[src/design/rrta_pkg.sv]
// Package for the round-robin timeslot allocator.
// Holds field widths, status and operation codes and the structs passed between modules.
// No dependencies.
package rrta_pkg;

  localparam int EP_W      = 8;    // endpoint number, circuit code
  localparam int LIM_W     = 9;    // endpoint limit, try counter
  localparam int MUX_W     = 4;    // multiplex index, one spare bit for the wrap
  localparam int TS_W      = 6;    // timeslot, one spare bit for the post-increment
  localparam int LIMIT_CEIL = 256; // limit saturates here so endpoints fit 8 bits

  localparam logic [TS_W-1:0]  TS_FIRST   = 6'd1;
  localparam logic [TS_W-1:0]  TS_LAST    = 6'd31;  // last timeslot, skipped by the candidate walk
  localparam logic [LIM_W-1:0] LIMIT_RST  = 9'd256;
  localparam logic [LIM_W-1:0] MUX_ROUND  = 9'd31;  // ceil(limit / 32) helper

  typedef enum logic {
    OP_ALLOC   = 1'b0,
    OP_RELEASE = 1'b1
  } op_t;

  typedef enum logic [1:0] {
    ST_GRANTED   = 2'd0,
    ST_NONE_FREE = 2'd1,
    ST_RELEASED  = 2'd2,
    ST_NOT_BUSY  = 2'd3
  } status_t;

  // Candidate generator control
  typedef struct packed {
    logic load;  // restart the walk from last_granted
    logic step;  // advance to the next candidate
  } gen_ctrl_t;

  // Candidate generator status
  typedef struct packed {
    logic            avail;  // tries left under the limit
    logic [EP_W-1:0] ep;     // current candidate endpoint
  } cand_t;

endpackage

[src/design/rrta_ifs.sv]
// Channel interfaces of the round-robin timeslot allocator.
// Request, result and configuration channels, each with valid/ready; no dependencies.
interface rrta_in_if;
  logic       valid;
  logic       ready;
  logic       operation;
  logic [7:0] release_endpoint;

  modport source (output valid, output operation, output release_endpoint, input ready);
  modport sink   (input valid, input operation, input release_endpoint, output ready);
endinterface

interface rrta_out_if;
  logic       valid;
  logic       ready;
  logic [1:0] status;
  logic [7:0] granted_endpoint;
  logic [7:0] circuit_code;

  modport source (output valid, output status, output granted_endpoint, output circuit_code,
                  input ready);
  modport sink   (input valid, input status, input granted_endpoint, input circuit_code,
                  output ready);
endinterface

interface rrta_cfg_if;
  logic       valid;
  logic       ready;
  logic [8:0] endpoint_limit;

  modport source (output valid, output endpoint_limit, input ready);
  modport sink   (input valid, input endpoint_limit, output ready);
endinterface

[src/design/rrta_busy_ram.sv]
// Busy map storage: one bit per endpoint, one write and one read port.
// Read data is registered. Depends on nothing.
module rrta_busy_ram #(
  parameter int DEPTH  = 256,
  parameter int ADDR_W = $clog2(DEPTH)
) (
  input  logic              clk,
  input  logic              we,
  input  logic [ADDR_W-1:0] waddr,
  input  logic              wdata,
  input  logic              re,
  input  logic [ADDR_W-1:0] raddr,
  output logic              rd_data
);

  logic mem [DEPTH];
  logic rd_data_r;

  always_ff @(posedge clk) begin
    if (we) begin
      mem[waddr] <= wdata;
    end
  end

  always_ff @(posedge clk) begin
    if (re) begin
      rd_data_r <= mem[raddr];
    end
  end

  assign rd_data = rd_data_r;

endmodule

[src/design/rrta_cand_gen.sv]
// Round-robin candidate walk for the allocator search.
// Skips timeslots 0 and 31, wraps the multiplex, restarts at endpoint 1. Uses rrta_pkg.
module rrta_cand_gen
  import rrta_pkg::*;
(
  input  logic             clk,
  input  logic             rst_n,
  input  gen_ctrl_t        ctrl,
  input  logic [EP_W-1:0]  last_granted,
  input  logic [LIM_W-1:0] lim,
  output cand_t            cand
);

  logic [MUX_W-1:0] mux_r, mux_nxt;
  logic [TS_W-1:0]  ts_r, ts_nxt;
  logic [LIM_W-1:0] tries_r, tries_nxt;

  logic [LIM_W-1:0] lim_round;
  logic [MUX_W-1:0] muxes;
  logic [TS_W-1:0]  ts_a, ts_b, ts_c;
  logic [MUX_W-1:0] mux_a, mux_b, mux_c;
  logic [LIM_W-1:0] ep_raw;
  logic             restart;

  assign lim_round = lim + MUX_ROUND;
  assign muxes     = lim_round[LIM_W-1:5];

  always_comb begin
    // normalize the timeslot, skip the last slot into the next multiplex
    ts_a  = ((ts_r == '0) || (ts_r > TS_LAST)) ? TS_FIRST : ts_r;
    ts_b  = (ts_a == TS_LAST) ? TS_FIRST : ts_a;
    mux_a = (ts_a == TS_LAST) ? mux_r + MUX_W'(1) : mux_r;
    mux_b = (mux_a >= muxes) ? '0 : mux_a;
    ep_raw  = {mux_b, ts_b[4:0]};
    restart = (ep_raw >= lim);
    mux_c = restart ? '0 : mux_b;
    ts_c  = restart ? TS_FIRST : ts_b;
  end

  assign cand.ep    = restart ? EP_W'(1) : ep_raw[EP_W-1:0];
  assign cand.avail = (tries_r < lim);

  always_comb begin
    mux_nxt   = mux_r;
    ts_nxt    = ts_r;
    tries_nxt = tries_r;
    if (ctrl.load) begin
      mux_nxt   = MUX_W'(last_granted[7:5]);
      ts_nxt    = TS_W'(last_granted[4:0]) + TS_W'(1);
      tries_nxt = '0;
    end else if (ctrl.step) begin
      mux_nxt   = mux_c;
      ts_nxt    = ts_c + TS_W'(1);
      tries_nxt = tries_r + LIM_W'(1);
    end
  end

  always_ff @(posedge clk) begin
    if (!rst_n) begin
      mux_r   <= '0;
      ts_r    <= '0;
      tries_r <= '0;
    end else begin
      mux_r   <= mux_nxt;
      ts_r    <= ts_nxt;
      tries_r <= tries_nxt;
    end
  end

endmodule

[src/design/round_robin_timeslot_allocator_core.sv]
// Round-robin timeslot allocator, top level.
// Uses rrta_pkg, the rrta_*_if channel interfaces, rrta_busy_ram and rrta_cand_gen.
//
// Hands out circuit endpoints (multiplex*32 + timeslot) from a busy map held in a
// one-bit-wide synchronous RAM. Items are taken one at a time. An allocate beat walks the
// map round-robin from the slot after the last grant, one candidate per cycle: the RAM
// read of the next candidate overlaps the check of the previous one. A search runs through
// the accept, one read per candidate (at most endpoint_limit of them), the final check and
// the hand-over of the result to the output register. A release beat runs through accept,
// read, check and write back, and result. The RAM read port is what sets the pace of both.
// After reset the map's min(ENDPOINT_CAPACITY, 256) entries are cleared one per cycle,
// during which no request beat is taken; configuration writes are taken at any time and
// must only be issued while the block is idle. A finished result sits in the output
// register until taken, while the next request is already accepted and worked on. Every
// request gives exactly one result beat.
module round_robin_timeslot_allocator_core
  import rrta_pkg::*;
#(
  parameter int ENDPOINT_CAPACITY = 256
) (
  input  logic       clk,
  input  logic       rst_n,
  rrta_cfg_if.sink   cfg_bus,
  rrta_in_if.sink    in_bus,
  rrta_out_if.source out_bus
);

  // Endpoints above 255 can never be reached, so the map stops there.
  localparam int MAP_DEPTH = (ENDPOINT_CAPACITY < LIMIT_CEIL) ? ENDPOINT_CAPACITY : LIMIT_CEIL;
  localparam int ADDR_W    = $clog2(MAP_DEPTH);
  localparam logic [LIM_W-1:0]  MAP_LIMIT = LIM_W'(MAP_DEPTH);
  localparam logic [ADDR_W-1:0] CLR_LAST  = ADDR_W'(MAP_DEPTH - 1);

  typedef enum logic [5:0] {
    S_CLEAR   = 6'b000001,
    S_IDLE    = 6'b000010,
    S_SEARCH  = 6'b000100,
    S_REL_RD  = 6'b001000,
    S_REL_CHK = 6'b010000,
    S_DONE    = 6'b100000
  } state_t;

  state_t            state_r, state_nxt;
  logic [LIM_W-1:0]  limit_r, limit_nxt;
  logic [EP_W-1:0]   last_r, last_nxt;
  logic [ADDR_W-1:0] clr_addr_r, clr_addr_nxt;

  // search pipeline: candidate whose map bit is being read
  logic              pend_r, pend_nxt;
  logic [EP_W-1:0]   pend_ep_r, pend_ep_nxt;

  // release request held for the read-modify-write
  logic [EP_W-1:0]   rel_r, rel_nxt;

  // finished result waiting for the output register
  status_t           res_status_r, res_status_nxt;
  logic [EP_W-1:0]   res_ep_r, res_ep_nxt;

  // output register
  logic              out_valid_r, out_valid_nxt;
  status_t           out_status_r, out_status_nxt;
  logic [EP_W-1:0]   out_ep_r, out_ep_nxt;

  logic [LIM_W-1:0]  lim_eff;
  logic              in_accept;
  logic              out_free;
  logic              hit;
  logic              rel_in_map;

  gen_ctrl_t         gen_ctrl;
  cand_t             cand;

  logic              ram_we;
  logic [ADDR_W-1:0] ram_waddr;
  logic              ram_wdata;
  logic              ram_re;
  logic [ADDR_W-1:0] ram_raddr;
  logic              ram_rd_data;

  // saturate the limit to the map size
  assign lim_eff   = (limit_r > MAP_LIMIT) ? MAP_LIMIT : limit_r;

  assign in_bus.ready  = (state_r == S_IDLE);
  assign in_accept     = in_bus.valid && in_bus.ready;
  assign cfg_bus.ready = 1'b1;

  assign out_free   = !out_valid_r || out_bus.ready;
  // candidate read last cycle came back free
  assign hit        = pend_r && !ram_rd_data;
  assign rel_in_map = ({1'b0, rel_r} < MAP_LIMIT);

  rrta_cand_gen u_cand_gen (
    .clk          (clk),
    .rst_n        (rst_n),
    .ctrl         (gen_ctrl),
    .last_granted (last_r),
    .lim          (lim_eff),
    .cand         (cand)
  );

  rrta_busy_ram #(
    .DEPTH  (MAP_DEPTH),
    .ADDR_W (ADDR_W)
  ) u_busy_ram (
    .clk     (clk),
    .we      (ram_we),
    .waddr   (ram_waddr),
    .wdata   (ram_wdata),
    .re      (ram_re),
    .raddr   (ram_raddr),
    .rd_data (ram_rd_data)
  );

  always_comb begin
    state_nxt      = state_r;
    limit_nxt      = limit_r;
    last_nxt       = last_r;
    clr_addr_nxt   = clr_addr_r;
    pend_nxt       = 1'b0;
    pend_ep_nxt    = pend_ep_r;
    rel_nxt        = rel_r;
    res_status_nxt = res_status_r;
    res_ep_nxt     = res_ep_r;
    out_valid_nxt  = out_valid_r;
    out_status_nxt = out_status_r;
    out_ep_nxt     = out_ep_r;

    gen_ctrl  = '0;
    ram_we    = 1'b0;
    ram_waddr = pend_ep_r[ADDR_W-1:0];
    ram_wdata = 1'b0;
    ram_re    = 1'b0;
    ram_raddr = cand.ep[ADDR_W-1:0];

    if (cfg_bus.valid) begin
      limit_nxt = cfg_bus.endpoint_limit;
    end

    // drop the output beat once taken
    if (out_valid_r && out_bus.ready) begin
      out_valid_nxt = 1'b0;
    end

    unique case (state_r)
      S_CLEAR: begin
        // sweep the map clear, one entry per cycle
        ram_we       = 1'b1;
        ram_waddr    = clr_addr_r;
        ram_wdata    = 1'b0;
        clr_addr_nxt = clr_addr_r + ADDR_W'(1);
        if (clr_addr_r == CLR_LAST) begin
          state_nxt = S_IDLE;
        end
      end

      S_IDLE: begin
        if (in_accept) begin
          rel_nxt = in_bus.release_endpoint;
          if (op_t'(in_bus.operation) == OP_ALLOC) begin
            gen_ctrl.load = 1'b1;
            state_nxt     = S_SEARCH;
          end else begin
            state_nxt = S_REL_RD;
          end
        end
      end

      S_SEARCH: begin
        priority if (hit) begin
          // claim the free slot; the search ends here, no later read can race it
          ram_we         = 1'b1;
          ram_waddr      = pend_ep_r[ADDR_W-1:0];
          ram_wdata      = 1'b1;
          last_nxt       = pend_ep_r;
          res_status_nxt = ST_GRANTED;
          res_ep_nxt     = pend_ep_r;
          state_nxt      = S_DONE;
        end else if (cand.avail) begin
          // read the next candidate while the previous one is checked
          ram_re        = 1'b1;
          ram_raddr     = cand.ep[ADDR_W-1:0];
          gen_ctrl.step = 1'b1;
          pend_nxt      = 1'b1;
          pend_ep_nxt   = cand.ep;
        end else begin
          // tries used up and no pending candidate read came back free
          res_status_nxt = ST_NONE_FREE;
          res_ep_nxt     = '0;
          state_nxt      = S_DONE;
        end
      end

      S_REL_RD: begin
        ram_re    = 1'b1;
        ram_raddr = rel_r[ADDR_W-1:0];
        state_nxt = S_REL_CHK;
      end

      S_REL_CHK: begin
        res_ep_nxt = '0;
        if (rel_in_map && ram_rd_data) begin
          ram_we         = 1'b1;
          ram_waddr      = rel_r[ADDR_W-1:0];
          ram_wdata      = 1'b0;
          res_status_nxt = ST_RELEASED;
        end else begin
          res_status_nxt = ST_NOT_BUSY;
        end
        state_nxt = S_DONE;
      end

      S_DONE: begin
        // hold the result until the output register frees up
        if (out_free) begin
          out_valid_nxt  = 1'b1;
          out_status_nxt = res_status_r;
          out_ep_nxt     = res_ep_r;
          state_nxt      = S_IDLE;
        end
      end

      default: begin
        state_nxt = S_IDLE;
      end
    endcase
  end

  always_ff @(posedge clk) begin
    if (!rst_n) begin
      state_r     <= S_CLEAR;
      limit_r     <= LIMIT_RST;
      last_r      <= '0;
      clr_addr_r  <= '0;
      pend_r      <= 1'b0;
      out_valid_r <= 1'b0;
    end else begin
      state_r     <= state_nxt;
      limit_r     <= limit_nxt;
      last_r      <= last_nxt;
      clr_addr_r  <= clr_addr_nxt;
      pend_r      <= pend_nxt;
      out_valid_r <= out_valid_nxt;
    end
  end

  always_ff @(posedge clk) begin
    pend_ep_r    <= pend_ep_nxt;
    rel_r        <= rel_nxt;
    res_status_r <= res_status_nxt;
    res_ep_r     <= res_ep_nxt;
    out_status_r <= out_status_nxt;
    out_ep_r     <= out_ep_nxt;
  end

  assign out_bus.valid            = out_valid_r;
  assign out_bus.status           = out_status_r;
  assign out_bus.granted_endpoint = out_ep_r;
  assign out_bus.circuit_code     = {out_ep_r[7:5], out_ep_r[4:0]};

  // state register stays one-hot
  a_state_onehot: assert property (@(posedge clk) disable iff (!rst_n)
    $onehot(state_r))
    else $error("allocator state not one-hot");

  // a pending candidate read only exists inside a search
  a_pend_in_search: assert property (@(posedge clk) disable iff (!rst_n)
    pend_r |-> (state_r == S_SEARCH))
    else $error("candidate read outstanding outside search");

  // a grant never lands on timeslot 0 or 31
  a_grant_slot: assert property (@(posedge clk) disable iff (!rst_n)
    (state_r == S_SEARCH && hit) |->
      (pend_ep_r[4:0] != 5'd0 && pend_ep_r[4:0] != 5'd31))
    else $error("grant on a reserved timeslot");

  // a grant stays under the limit, but for the restart slot
  a_grant_limit: assert property (@(posedge clk) disable iff (!rst_n)
    (state_r == S_SEARCH && hit) |-> (({1'b0, pend_ep_r} < lim_eff) || pend_ep_r == 8'd1))
    else $error("grant beyond the endpoint limit");

  // an accepted request leaves idle on the next cycle
  a_accept_busy: assert property (@(posedge clk) disable iff (!rst_n)
    in_accept |=> (state_r == S_SEARCH || state_r == S_REL_RD))
    else $error("request accepted without starting work");

endmodule
[src/flat_wrapper.sv]
// flat-port wrapper written by rule: the top's interface ports become plain ports
module round_robin_timeslot_allocator_core_flat import rrta_pkg::*;
#(
  parameter int ENDPOINT_CAPACITY = 256
)
  (clk, rst_n, cfg_bus_valid, cfg_bus_endpoint_limit, cfg_bus_ready, in_bus_valid, in_bus_operation, in_bus_release_endpoint, in_bus_ready, out_bus_valid, out_bus_status, out_bus_granted_endpoint, out_bus_circuit_code, out_bus_ready);
  rrta_cfg_if cfg_bus_i ();
  rrta_in_if in_bus_i ();
  rrta_out_if out_bus_i ();
  input  logic clk;
  input  logic rst_n;
  input wire logic [$bits(cfg_bus_i.valid)-1:0] cfg_bus_valid;
  input wire logic [$bits(cfg_bus_i.endpoint_limit)-1:0] cfg_bus_endpoint_limit;
  output wire logic [$bits(cfg_bus_i.ready)-1:0] cfg_bus_ready;
  input wire logic [$bits(in_bus_i.valid)-1:0] in_bus_valid;
  input wire logic [$bits(in_bus_i.operation)-1:0] in_bus_operation;
  input wire logic [$bits(in_bus_i.release_endpoint)-1:0] in_bus_release_endpoint;
  output wire logic [$bits(in_bus_i.ready)-1:0] in_bus_ready;
  output wire logic [$bits(out_bus_i.valid)-1:0] out_bus_valid;
  output wire logic [$bits(out_bus_i.status)-1:0] out_bus_status;
  output wire logic [$bits(out_bus_i.granted_endpoint)-1:0] out_bus_granted_endpoint;
  output wire logic [$bits(out_bus_i.circuit_code)-1:0] out_bus_circuit_code;
  input wire logic [$bits(out_bus_i.ready)-1:0] out_bus_ready;
  assign cfg_bus_i.valid = cfg_bus_valid;
  assign cfg_bus_i.endpoint_limit = cfg_bus_endpoint_limit;
  assign cfg_bus_ready = cfg_bus_i.ready;
  assign in_bus_i.valid = in_bus_valid;
  assign in_bus_i.operation = in_bus_operation;
  assign in_bus_i.release_endpoint = in_bus_release_endpoint;
  assign in_bus_ready = in_bus_i.ready;
  assign out_bus_valid = out_bus_i.valid;
  assign out_bus_status = out_bus_i.status;
  assign out_bus_granted_endpoint = out_bus_i.granted_endpoint;
  assign out_bus_circuit_code = out_bus_i.circuit_code;
  assign out_bus_i.ready = out_bus_ready;
  round_robin_timeslot_allocator_core #(.ENDPOINT_CAPACITY(ENDPOINT_CAPACITY)) u_core (.clk(clk), .rst_n(rst_n), .cfg_bus(cfg_bus_i), .in_bus(in_bus_i), .out_bus(out_bus_i));
endmodule
[config.mk]
export PLATFORM = sky130hd
export DESIGN_NAME = round_robin_timeslot_allocator_core_flat
export DESIGN_NICKNAME = d
export VERILOG_FILES = /design/src/design/rrta_pkg.sv /design/src/design/rrta_ifs.sv /design/src/design/rrta_busy_ram.sv /design/src/design/rrta_cand_gen.sv /design/src/design/round_robin_timeslot_allocator_core.sv /design/src/flat_wrapper.sv
export SDC_FILE = /design/constraint.sdc
export NUM_CORES = 1
export LEC_CHECK = 0
export BUFFER_PORTS_ARGS = -buffer_cell sky130_fd_sc_hd__buf_2
export CORE_UTILIZATION = 62
export DETAILED_ROUTE_END_ITERATION = 10
export HOLD_SLACK_MARGIN = 0.03
export PLACE_DENSITY_LB_ADDON = 0.1
export SLEW_MARGIN = 20
export SYNTH_ARGS = -nofsm -noshare
export SYNTH_HDL_FRONTEND = slang
export SYNTH_SLANG_ARGS = --single-unit
[constraint.sdc]
create_clock -name clk -period 6.9 [get_ports clk]
set_clock_uncertainty 0.2 [all_clocks]
set_input_delay 0.345 -clock clk [delete_from_list [all_inputs] [get_ports clk]]
set_output_delay 0.345 -clock clk [all_outputs]
set_load 0.02 [all_outputs]
# After elaboration in Yosys (flattened, before gate mapping)
# Memory sizes are Yosys's and may differ from the RTL's. A register that Yosys moved wholly into a read port is not among the register bits.
# Cells that the tools add are included.
# classes
addsub	6
n_mul	0
div	0
n_lt_le_gt_ge	5
n_eq_ne	12
shift	0
mux	45
bitwise	2
n_reduce_logical	17
# op_table
operator	n
$mux 6	10
$mux 8	5
$pmux 6 s6	1
$pmux 8 s2	2
$mux 4	4
$mux 1	15
$eq 6x5->1 const B	2
$add 9x1->9 const B	1
$add 9x5->9 const B	1
$ge 9x9->1	1
$gt 9x9->1 const B	1
$lt 9x9->1	1
$mux 9	1
$add 8x1->8 const B	1
$eq 8x8->1 const B	1
$reduce_and 2->1	4
$add 5x1->6 const B	1
$add 6x1->6 const B	1
$eq 6x1->1 const B	1
$eq 6x2->1 const B	1
$eq 6x3->1 const B	1
$eq 6x4->1 const B	1
$eq 6x6->1 const B	1
$gt 6x5->1 const B	1
other kinds (19)	28
# word_totals
register_bits	88
latch_bits	0
mem_bits_rw	256
mem_bits_ro	0
input_bits	23
output_inout_bits	21
memories	1
# mem_list
memory	depth	word_bits	read_ports	rd_ports_with_merged_regs	write_ports	line	text
u_core.u_busy_ram.mem	256	1	1	1	1	rrta_busy_ram.sv:16	logic mem [DEPTH];

# Depth between registers and ports, before layout
# Gate-level depths: netlist (run 1).
# logic_depth
ltp_word	12
ltp_mapped	26
ltp_nobuf	22

# By module
# From an unflattened synthesis (run 1), not the netlist that was laid out.
# hier_totals
cells_unflattened	1252
area_unflattened_um2	15715.1
# modules_own_cells
mod	n_inst	cells_each	area_per_inst_um2	seq_area_each_um2
rrta_busy_ram	1	788	11138.2	7717.4
round_robin_timeslot_allocator_core	1	241	2876.5	1741.7
rrta_cand_gen	1	223	1700.4	380.4

# Least setup slack after synthesis (run 1)
# OpenSTA, ideal clock, no wires.
# synth_timing
path_type	flip-flop to flip-flop
start	register u_core.u_cand_gen.ts_r[3]
end	register u_core.u_busy_ram.rd_data_r, in the netlist u_core.u_busy_ram.rd_data, read port of u_core.u_busy_ram.mem, data pin
t_arrival_ps	4661
t_required_ps	6434
slack_ps	1774
path_stages_with_launch	23
period_less_slack_ps	5126
path_cell_list	dfxtp_1 > buf_2 > nand3_1 > nor3_2 > mux2i_1 > inv_1 > ha_1 > a21o_1 > a211o_1 > and2_1 > nor2_1 > ha_1 > and4_1 > o21ai_0 > o211ai_4 > a21oi_4 > buf_4 > mux4_2 > a22oi_1 > nand3_1 > a21oi_1 > o22ai_1 > or3b_1
# synth_via
elab_chain_cells	10
# synth_rtl
item	line	text
from (decl)	rrta_cand_gen.sv:15	logic [TS_W-1:0] ts_r, ts_nxt;
from (signal assigned)	rrta_cand_gen.sv:65	ts_r <= ts_nxt;
$gt 6x5->1 / $logic_not 6->1 (equally long branches)	rrta_cand_gen.sv:30	ts_a = ((ts_r == '0) || (ts_r > TS_LAST)) ? TS_FIRST : ts_r;
$logic_or 1x1->1	rrta_cand_gen.sv:30	
$mux 6 *	rrta_cand_gen.sv:30	
$eq 6x5->1	rrta_cand_gen.sv:31, rrta_cand_gen.sv:32	
$mux 4	rrta_cand_gen.sv:32	mux_a = (ts_a == TS_LAST) ? mux_r + MUX_W'(1) : mux_r;
$ge 4x4->1	rrta_cand_gen.sv:33	mux_b = (mux_a >= muxes) ? '0 : mux_a;
$mux 4	rrta_cand_gen.sv:33	
$ge 9x9->1	rrta_cand_gen.sv:35	restart = (ep_raw >= lim);
$mux 8 *	rrta_cand_gen.sv:40	assign cand.ep = restart ? EP_W'(1) : ep_raw[EP_W-1:0];
$mux 8 *	--	
to (decl)	rrta_busy_ram.sv:17	logic rd_data_r;
# Mark *: on every way between the ends. The rest lies on a longest branch, timed or not.
# A chain may end at the register's enable or synchronous reset.

# Worst setup path after layout (run 1)
# Same ends and word-level chain as after synthesis.

==> results.ini, run 1 <==
[floorplan]
die_height_um=161
start_util=0.641
die_w_um=161
die_area_mm2=0.0261
io_pins=44
core_mm2=0.0246
row_count=57

[clock_tree]
ctsHtreeMaxLevel=2
clock_latency_ns=0.53
cts_buffers=37
cts-root-buf=clkbuf_16
cts_setup_buffers=0
clock-sinks=345
clk_pin_slew_worst_paths_ns=0.07
clockBufferDepth=3
cts_tree=built

[detailed_routing]
drtAntennaViolNets=0
wl_mm=39.4
first_pass_iters=6
wl_per_cell_um=22.5
first_iter_violations=1554
vias=11100
avgViaCountPerCell=6.32
drc_errors=0

[power_and_ir_drop]
leakage_nw=5.46
power_density_mw_per_mm2=258
p_switching_mw=1.10
ir_drop_mv=0.241
sequentialPowerShare=0.503
p_comb_frac=0.084
clockPowerShare=0.412
switching_share=0.244
internal-power_mw=3.42

[synthesis]
ys_types=66
async_flop_share=0
synthTopCellsByCount=nor2_1, edfxtp_1, nand2_1
avgSynthCellArea_um2=11.5
yosys_most_used_dff=edfxtp_1
netlist_instances=1369
yosysSeqAreaShare=0.624
ys.warnings.count=0
yosys.area.top_type=edfxtp_1
netlist.area_leader.share=0.558
ys_ff_latch=345
synth_most_common_cell=nor2_1
syn_nets=1417
synth-edff-count=293
yosys-top-cells-area=edfxtp_1, nor2_1, dfxtp_1, mux4_2, nand2_1
synthesis.area_mm2=0.0158

[grt]
grt_util_met1=0.443
grt.busiest_layer=met2
overflow=0
first_global_vias=10600
met3_usage=0.0473
met2_usage=0.492
grt_max_degree=154
grt_pass1_wl_mm=60.7
grt_antenna_before_repair=0
grtUsageTotal=0.311

[run_status]
status=finished clean

[critical_path]
regToRegSetupSlack_ns=0.41
path_class=reg -> reg
worst_ep_arrival_time_ns=6.56
worstPathRequired_ns=6.97
startpoint_type=register
cp_max_fo=20
cp-end-kind=register

[placed_design]
portBuffers=42
gp_congestion=0.894
dp_hpwl_mm=24.3
dp_cells=1662

[finish]
layout-drive-gt1-share=0.114
num-fill-cells=1748
seq_area_mm2=0.00984
layout.nets=1448
antenna_cells=0
fin_cells=1752
area_growth_pct=11.1
multi_input_area_mm2=0.00546

[job]
drv_cap=0

[timing]
maxSlewViolCount=0
setup_viol=0
setup_tns_ns=0
finalCriticalPeriod_ns=6.49
fmax_mhz=154
worst_slew_pin_slew_ns=1.07
rsz0062_at_grt=false
finalCritPeriodShare=0.941
finalHoldViolations=0
slew_headroom=0.286

[worst_hold_path]
hp-class=in -> reg

-- power by group through the flow --
| stage | Combinational, mW | Clock (mW) | Sequential (mW) |
|---|---|---|---|
| floorplan | 0.227 | 0 | 2.31 |
| global placement | 0.356 | 0 | 2.32 |
| detailed placement | 0.359 | 0 | 2.32 |
| CTS | 0.371 | 1.88 | 2.27 |
| global route | 0.403 | 1.95 | 2.28 |
| finish | 0.382 | 1.86 | 2.28 |
-- final timing paths --
path / cells past startpoint / endpoint / start
setup / recovery: 21 / u_core.u_busy_ram.rd_data$_DFFE_PP_ / u_core.u_cand_gen.ts_r[3]$_SDFFE_PN0P_
hold / removal: 3 / u_core.limit_r[5]$_SDFFE_PN0P_ / cfg_bus_valid
setup reg to reg: 21 / u_core.u_busy_ram.rd_data$_DFFE_PP_ / u_core.u_cand_gen.ts_r[3]$_SDFFE_PN0P_
hold reg to reg: 0 / u_core.out_bus.circuit_code[6]$_DFFE_PP_ / u_core.res_ep_r[6]$_SDFFCE_PP0P_
-- per-stage QoR --
step	hold WS (ns)	utilization	power, mW	setup WS, ns	area, um2
final	0.0687	0.712	4.52	0.410	17500
after global routing	0.0808	0.712	4.63	0.0658	17500
after floorplan	0.200	-	2.54	1.77	15800
after detailed placement	0.205	0.656	2.68	0.424	16100
after CTS	0.0498	0.712	4.53	0.400	17500
after global placement	0.203	0.656	2.67	0.494	16100
-- layout make-up --
class,instances,share of cell area
clock buffers,55,0.0614
clock inverters,12,0.00343
inverters,15,0.00350
multi-input cells,920,0.312
flip-flops and latches,345,0.562
well taps,324,0.0231
repair buffers,81,0.0349
-- flip-flops by register name, summed over array words and instances (netlist names), 2 cells and up --
register / cells
u_core.rel_r: 8
u_core.res_status_r: 2
u_core.res_ep_r: 8
u_core.pend_ep_r: 8
u_core.last_r: 8
u_core.out_bus.status: 2
u_core.u_busy_ram.mem: 256
u_core.state_r: 6
u_core.u_cand_gen.tries_r: 9
u_core.u_cand_gen.mux_r: 4
u_core.limit_r: 9
u_core.u_cand_gen.ts_r: 6
u_core.clr_addr_r: 8
u_core.out_bus.circuit_code: 8
-- cells by family (layout without fill, tap and decap cells) --
logic type	after synthesis	count (layout)	share of synthesized area
compound gates	149	149	0.0622
xor+xnor	22	22	0.0122
fa+ha+maj	25	25	0.0198
buf+inv	104	163	0.0297
flops	345	345	0.624
mux	57	57	0.0693
other cells	1	1	0.000238
simple gates	666	666	0.182
-- worst max-delay path, stage by stage (launching register included) --
cell and delay (ns):
dfxtp_1 0.51, nand3_1 0.14, nor3_2 0.31, mux2i_1 0.43, inv_1 0.09, ha_1 0.30, a21o_1 0.15, a211o_1 0.30
and2_1 0.19, nor2_1 0.11, ha_1 0.25, and4_1 0.19, o21ai_0 0.15, o211ai_4 0.19, a21oi_4 0.86, buf_4 0.38
mux4_2 0.53, a22oi_1 0.21, nand3_1 0.17, o21ai_1 0.13, o22ai_1 0.09, or3b_1 0.36
-- repair_timing --
item	CTS	global route
hold buffers	23	0
gates resized for setup	0	0
setup endpoints to repair	0	0
endpoints found under the hold margin	26	0
-- per-layer routing --
layer	wire length (um)	vias up
met5	0	-
met4	1240	0
met3	3650	101
met2	18300	567
met1	16200	5460
li1	-	4951
-- cell usage in the layout (no fill, tap or decap), types with 13 or more instances in the layout --
cell           instances
dlygate4sd3_1         23
nor2_1               312
a21oi_1               49
o21ai_0               18
a22oi_1               23
nand2_1              200
dfxtp_1               52
a31oi_1               18
mux4_2                39
and2_1                21
edfxtp_1             293
mux2i_1               15
nand3_1               63
buf_2                 42
inv_1                 13
ha_1                  25
clkbuf_16             39
Power figures use the tool's default switching activity.
==> run 2: changes to the inputs <==
ABC_CLOCK_PERIOD_IN_PS = 6900   (was default)
BUFFER_PORTS_ARGS = default   (was -buffer_cell sky130_fd_sc_hd__buf_2)
CORE_UTILIZATION = 64   (was 62)
DONT_BUFFER_PORTS = 1   (was default)
==> run 2 against run 1 <==
  * Worst setup slack gained 0.097 ns
  * Critical endpoint unchanged
  * Die area fell by 3.1%
  * Core utilization down 0.23 points
==> results.ini, run 2 (synthesized netlist as in run 1, its figures left out) <==
[run_status]
status=finished clean

[critical_path]
startpoint_type=register
cp_cell_sequence=nand3_1 > nor3_2 > mux2i_1 > inv_1 > ha_1 > a21o_1 > a211o_1 > and2_1 > nor2_1 > ha_1 > o21ai_0 > nand2b_1 > and2_1 > a21oi_4 > buf_4 > mux4_2 > a221oi_1 > a31oi_1 > nand3_1 > or3b_1
max_stage_delay_ns=0.64  ; -0.22 ns
worstPathRequired_ns=6.94  ; -0.03 ns
path_class=reg -> reg
critPathTopFamily=compound AO/OA/AOI/OAI gates
cp_max_fo=9  ; -55%
worst_ep_arrival_time_ns=6.44  ; -0.12 ns
cp-end-kind=register
crit_buf_inv=2  ; unchanged
cp_slowest_cell=a221oi_1

[timing]
fmax_mhz=156  ; +1.5%
rsz0062_at_grt=false
finalCriticalPeriod_ns=6.39  ; -0.0967 ns
worst_slew_pin_slew_ns=1.05  ; -0.0150 ns
maxSlewViolCount=0  ; unchanged
setup_tns_ns=0  ; unchanged
slew_headroom=0.298  ; +0.0120
finalCritPeriodShare=0.927  ; -0.0140
finalHoldViolations=0  ; unchanged
setup_viol=0  ; unchanged

[clock_tree]
cts_resized=0  ; unchanged
cts_tree=built
ctsHtreeMaxLevel=2  ; unchanged
cts_buffers=36  ; -2.7%
clock-sinks=345  ; unchanged
cts-root-buf=clkbuf_16
clockBufferDepth=3  ; unchanged
clock_latency_ns=0.51  ; -0.02 ns
clk_pin_slew_worst_paths_ns=0.06  ; about the same

[worst_hold_path]
hp-class=in -> reg

[detailed_routing]
wl_mm=38.6  ; -2.1%
first_pass_iters=7  ; +1
drc_errors=0  ; unchanged
first_iter_violations=1427  ; -8.2%
vias=10800  ; -2.2%
wl_per_cell_um=22.6  ; +0.51%
avgViaCountPerCell=6.35  ; +0.44%
drtAntennaViolNets=0  ; unchanged

[grt]
grt_max_degree=146  ; -5.2%
grt_antenna_before_repair=0  ; unchanged
first_global_vias=10300  ; -3.0%
overflow=0  ; unchanged
grtUsageTotal=0.313  ; +0.00193
grt_pass1_wl_mm=60.1  ; -0.90%

[floorplan]
core_mm2=0.0242  ; -1.4%
die_height_um=159  ; -1.6%
die_area_mm2=0.0253  ; -3.1%
row_count=57  ; unchanged
start_util=0.650  ; +0.00942
io_pins=44  ; unchanged
die_w_um=159  ; -1.6%

[placed_design]
dp_hpwl_mm=24.1  ; -0.93%
gp_congestion=0.890  ; -0.44%
placed_cell_area_mm2=0.0159  ; -1.6%
portBuffers=0  ; -100%
dp_cells=1620  ; -2.5%

[job]
drv_cap=0  ; unchanged

[finish]
final_cell_mix=nor2_1, edfxtp_1, nand2_1, nand3_1, dfxtp_1
final_cell_area_mm2=0.0172  ; -1.8%
antenna_cells=0  ; unchanged
fin_cells=1706  ; -2.6%
area_growth_pct=9.13
layout.nets=1408  ; -2.8%
num-fill-cells=1768  ; +1.1%
reg_top3=u_core.u_busy_ram.mem: 256 flops, u_core.limit_r: 9 flops, u_core.u_cand_gen.tries_r: 9 flops
layout.cells.most_common=nor2_1
largest_reg_flops=256  ; unchanged
regMostFlops=u_core.u_busy_ram.mem
layout-drive-gt1-share=0.0890  ; -0.0251

[power_and_ir_drop]
ir_drop_mv=0.198  ; -18%
finalPower_mw=4.42  ; -2.2%
leakage_nw=5.24  ; -4.1%
power_density_mw_per_mm2=257  ; -0.44%

-- run 2: cell count changes in the layout (fill, tap and decap cells not counted), sizes merged --
cell         delta
clkbuf          -6
dlygate4sd3     -1
clkinv          -1
buf            -38
inv             -1
clkinvlp        +1
-- run 2: repair_timing --
| action | CTS | global route |
|---|---|---|
| buffers inserted | 0 | 4 |
| setup endpoints to repair | 0 | 1 |
| hold endpoints to repair | 36 | 0 |
| hold buffers | 22 | 0 |
-- run 2: per-stage QoR --
step                      hold slack [ns]  utilization  setup WS [ns]
after detailed placement            0.208        0.655          0.472
after global placement              0.201        0.655          0.664
final                              0.0666        0.710          0.506
after floorplan                     0.200            -           1.77
after CTS                          0.0705        0.708          0.381
after global routing               0.0747        0.710          0.329
-- run 2: where the power goes --
group / leakage [nW] / internal (mW) / switching, mW
sequential: 2.60 / 2.26 / 0.0168
combinational: 2.12 / 0.0739 / 0.292
clock: 0.519 / 1.02 / 0.756
total: 5.24 / 3.36 / 1.06
-- run 2: layer usage --
metal | share of wire | wire length, um | up-vias | GRT usage
met5 | 0 | 0 | - | 0
met4 | 0.029 | 1130 | 0 | 0.0953
met3 | 0.096 | 3690 | 91 | 0.0505
met2 | 0.47 | 18200 | 579 | 0.498
met1 | 0.40 | 15600 | 5301 | 0.450
li1 | - | - | 4865 | -
-- run 2: worst paths after layout --
path,from,end,slack (ns),depth (start not counted)
worst max-delay path,u_core.u_cand_gen.ts_r[3]$_SDFFE_PN0P_,u_core.u_busy_ram.rd_data$_DFFE_PP_,0.51,20
worst min-delay path,rst_n,u_core.clr_addr_r[0]$_SDFFE_PN0N_,0.07,2
worst max register to register,u_core.u_cand_gen.ts_r[3]$_SDFFE_PN0P_,u_core.u_busy_ram.rd_data$_DFFE_PP_,0.51,20
worst min register to register,u_core.res_ep_r[5]$_SDFFCE_PP0P_,u_core.out_bus.circuit_code[5]$_DFFE_PP_,0.22,0
-- run 2: cell type report --
type,count,area (um2),share of cell area
clock buffers,49,1010,0.0588
clock inverters,11,55.1,0.00320
inverters,15,61.3,0.00356
multi-input cells,920,5460,0.317
flip-flops and latches,345,9840,0.572
well taps,324,405,0.0236
repair buffers,42,370,0.0215
-- run 2: worst reg2reg max path, cell delays in order, from the launching register on --
cell and delay, ns:
dfxtp_1 0.50, nand3_1 0.15, nor3_2 0.37, mux2i_1 0.44, inv_1 0.09, ha_1 0.30
a21o_1 0.16, a211o_1 0.31, and2_1 0.18, nor2_1 0.10, ha_1 0.23, o21ai_0 0.20
nand2b_1 0.18, and2_1 0.23, a21oi_4 0.40, buf_4 0.27, mux4_2 0.53, a221oi_1 0.64
a31oi_1 0.16, nand3_1 0.11, or3b_1 0.36
==> run 3: changes to the inputs <==
ABC_AREA = 1   (was default)
MAX_ROUTING_LAYER = met4   (was default)
==> run 3 against run 2 <==
  * The flow now finishes with violations (DRC)
  * Worst setup slack better by 0.36 ns
  * Via count grew 24%
  * Worst hold slack lost 0.024 ns
  * First-iteration DRC count is 33% higher
  * Global-route usage rose by 1.2 points
  * Wire length is 9.5% higher
  * Clock-buffer cell count down 5
  * Sequential power up 3%
  * Combinational power grew to 2.6 times the previous value
  * Clock power rose by 6%
  * Sequential share of layout area shrank 4.1 points
  * Sequential cell count unchanged
  * Largest cell class unchanged
  * Highest routed layer unchanged
==> results.ini, run 3 <==
[timing]
finalCritPeriodShare=0.875  ; -0.0519
fmax_mhz=166  ; +5.9%
slew_headroom=0.130  ; -0.168
worst_slew_pin_slew_ns=1.31  ; +0.252 ns
finalHoldViolations=0  ; unchanged
finalCriticalPeriod_ns=6.04  ; -0.358 ns
finalWorstSetupSlack_ns=0.865  ; +0.358 ns
maxSlewViolCount=0  ; unchanged
setup_tns_ns=0  ; unchanged
rsz0062_at_grt=false
setup_viol=0  ; unchanged
holdWs_ns=0.0428  ; -0.0239 ns

[finish]
regMostFlops=u_core.u_busy_ram.mem
layout.nets=1979  ; +41%
final_core_util=0.709  ; about the same
reg_top3=u_core.u_busy_ram.mem: 256 flops, u_core.limit_r: 9 flops, u_core.u_cand_gen.tries_r: 9 flops
layout-drive-gt1-share=0.0541  ; -0.0349
multi_input_area_mm2=0.00565  ; +3.5%
seq_area_mm2=0.00984  ; unchanged
largest_reg_flops=256  ; unchanged
layout.cells.most_common=nand2_1
area_growth_pct=8.28
num-fill-cells=2043  ; +16%
final_cell_mix=nand2_1, nor2_1, edfxtp_1, inv_1, nand3_1
antenna_cells=0  ; unchanged

[floorplan]
io_pins=44  ; unchanged
die_w_um=166  ; +4.1%
die_height_um=166  ; +4.1%
start_util=0.655  ; +0.00483
row_count=59  ; +3.5%
core_mm2=0.0261  ; +7.8%
die_area_mm2=0.0274  ; +8.5%

[synthesis]
netlist.area_leader.share=0.514  ; -0.0441
syn_nets=2011  ; +42%
synthTopCellsByCount=nand2_1, nor2_1, edfxtp_1
yosys.area.top_type=edfxtp_1
yosys-top-cells-area=edfxtp_1, nand2_1, nor2_1, nand3_1, inv_1
netlist_instances=1963  ; +43%
ys_types=43  ; -35%
avgSynthCellArea_um2=8.72  ; -24%
synth_most_common_cell=nand2_1
synth-edff-count=293  ; unchanged
synthesis.area_mm2=0.0171  ; +8.6%
ys.warnings.count=0  ; unchanged
ys_ff_latch=345  ; unchanged
yosys_most_used_dff=edfxtp_1
async_flop_share=0  ; unchanged
yosysSeqAreaShare=0.575  ; -0.0493

[detailed_routing]
vias=13400  ; +24%
avgViaCountPerCell=5.84  ; -8.1%
first_pass_iters=9  ; +2
wl_per_cell_um=18.4  ; -19%
drtAntennaViolNets=0  ; unchanged
drc_errors=14  ; +14
wl_mm=42.2  ; +9.5%
first_iter_violations=1893  ; +33%

[clock_tree]
cts-root-buf=clkbuf_16
cts_tree=built
cts_buffers=35  ; -2.8%
hold_buffers=22  ; unchanged
clock-sinks=345  ; unchanged
ctsHtreeMaxLevel=2  ; unchanged
clk_pin_slew_worst_paths_ns=0.06  ; about the same
cts_setup_buffers=0  ; unchanged
cts_resized=0  ; unchanged
clockBufferDepth=3  ; unchanged
clock_latency_ns=0.53  ; +0.02 ns

[placed_design]
gp_congestion=0.955  ; +7.3%
dp_hpwl_mm=26.0  ; +8.0%
portBuffers=0  ; unchanged
pre_cts_ws_ns=0.952  ; +0.480 ns

[critical_path]
startpoint_type=register
path_class=reg -> reg
cp_common_cell=nand3_1
critPathTopFamily=simple AND/OR/NAND/NOR gates
worst_ep_arrival_time_ns=6.23  ; -0.21 ns
cp_slowest_cell=buf_4
regToRegSetupSlack_ns=0.86  ; +0.36 ns
cp-end-kind=register
cp-startpoint=u_core.limit_r[1]$_SDFFE_PN0P_
worstPathRequired_ns=7.09  ; +0.15 ns
crit_buf_inv=6  ; +4
cp_max_fo=34  ; +25
r2r_start=u_core.limit_r[1]$_SDFFE_PN0P_
max_stage_delay_ns=0.45  ; -0.19 ns

[power_and_ir_drop]
ir_drop_mv=0.238  ; +20%
internal-power_mw=3.58  ; +6.8%
finalPower_mw=5.16  ; +17%
p_comb_frac=0.184  ; +0.101
leakage_nw=7.51  ; +43%
p_switching_mw=1.58  ; +49%
switching_share=0.306  ; +0.0655
sequentialPowerShare=0.452  ; -0.063
clockPowerShare=0.364  ; -0.039
power_density_mw_per_mm2=279  ; +8.5%

[grt]
grt_pass1_wl_mm=65.7  ; +9.3%
first_global_vias=12300  ; +19%
grtUsageTotal=0.325  ; +0.0120
grt_max_degree=274  ; +88%
grt_antenna_before_repair=0  ; unchanged
overflow=0  ; unchanged

[job]
drv_cap=0  ; unchanged

[worst_hold_path]
min-delay-start=in_bus_operation
hp-class=in -> reg

[run_status]
status=finished, violations left
violations=DRC

[run 3: cell count changes after synthesis, moves of 15 or more]
cell | previous run | this run
and2_1 | 21 | 0
nand3b_1 | 5 | 22
a22oi_1 | 23 | 6
mux2i_1 | 15 | 0
buf_2 | 14 | 66
o21ai_0 | 18 | 48
mux4_2 | 39 | 0
inv_1 | 13 | 281
nor2_1 | 312 | 355
nand3_1 | 63 | 238
clkbuf_1 | 58 | 21
nand2_1 | 201 | 395
[run 3: through the flow]
stage | std cells | instance area [um2]
global placement | 2207 | 17200
global route | 2293 | 18500
floorplan | 1963 | 17100
CTS | 2293 | 18500
finish | 2293 | 18500
detailed placement | 2207 | 17200
[run 3: worst paths after layout]
kind	to	cells past startpoint
hold reg to reg	u_core.out_bus.circuit_code[1]$_DFFE_PP_	0
setup reg to reg	u_core.u_busy_ram.rd_data$_DFFE_PP_	35
setup / recovery	u_core.u_busy_ram.rd_data$_DFFE_PP_	35
hold / removal	u_core.u_cand_gen.mux_r[2]$_SDFFE_PN0P_	4
[run 3: power groups by stage]
stage,clock network (mW),registers (mW),logic (mW)
global placement,0,2.38,0.893
floorplan,0,2.37,0.687
detailed placement,0,2.38,0.907
CTS,1.89,2.33,0.926
global route,1.97,2.34,1.03
finish,1.88,2.34,0.948
[run 3: worst min-delay path: stages]
cell and delay, ns:
nor3_1 0.03, buf_4 0.18, nand2_1 0.07, a31oi_1 0.09
[run 3: routing by layer]
metal | GRT usage | part of all wire | vias up
met2 | 0.498 | 0.46 | 737
met1 | 0.444 | 0.41 | 6284
li1 | - | - | 6266
met5 | - | 0 | -
met3 | 0.0465 | 0.099 | 97
met4 | 0.117 | 0.032 | 0
[run 3: kinds of logic after synthesis]
logic type	count (synthesis)	synth area share
compound gates	130	0.0439
xor+xnor	9	0.00461
fa+ha+maj	25	0.0183
buf+inv	400	0.0967
flops	345	0.575
other cells	1	0.000219
simple gates	1053	0.262
[run 3: layout make-up]
cell class | count | area share
clock buffer | 44 | 0.0541
inverter | 295 | 0.0597
sequential | 345 | 0.531
multi-input combinational | 1218 | 0.305
tap | 335 | 0.0226
clock inverter | 20 | 0.00736
timing repair buffer | 36 | 0.0203
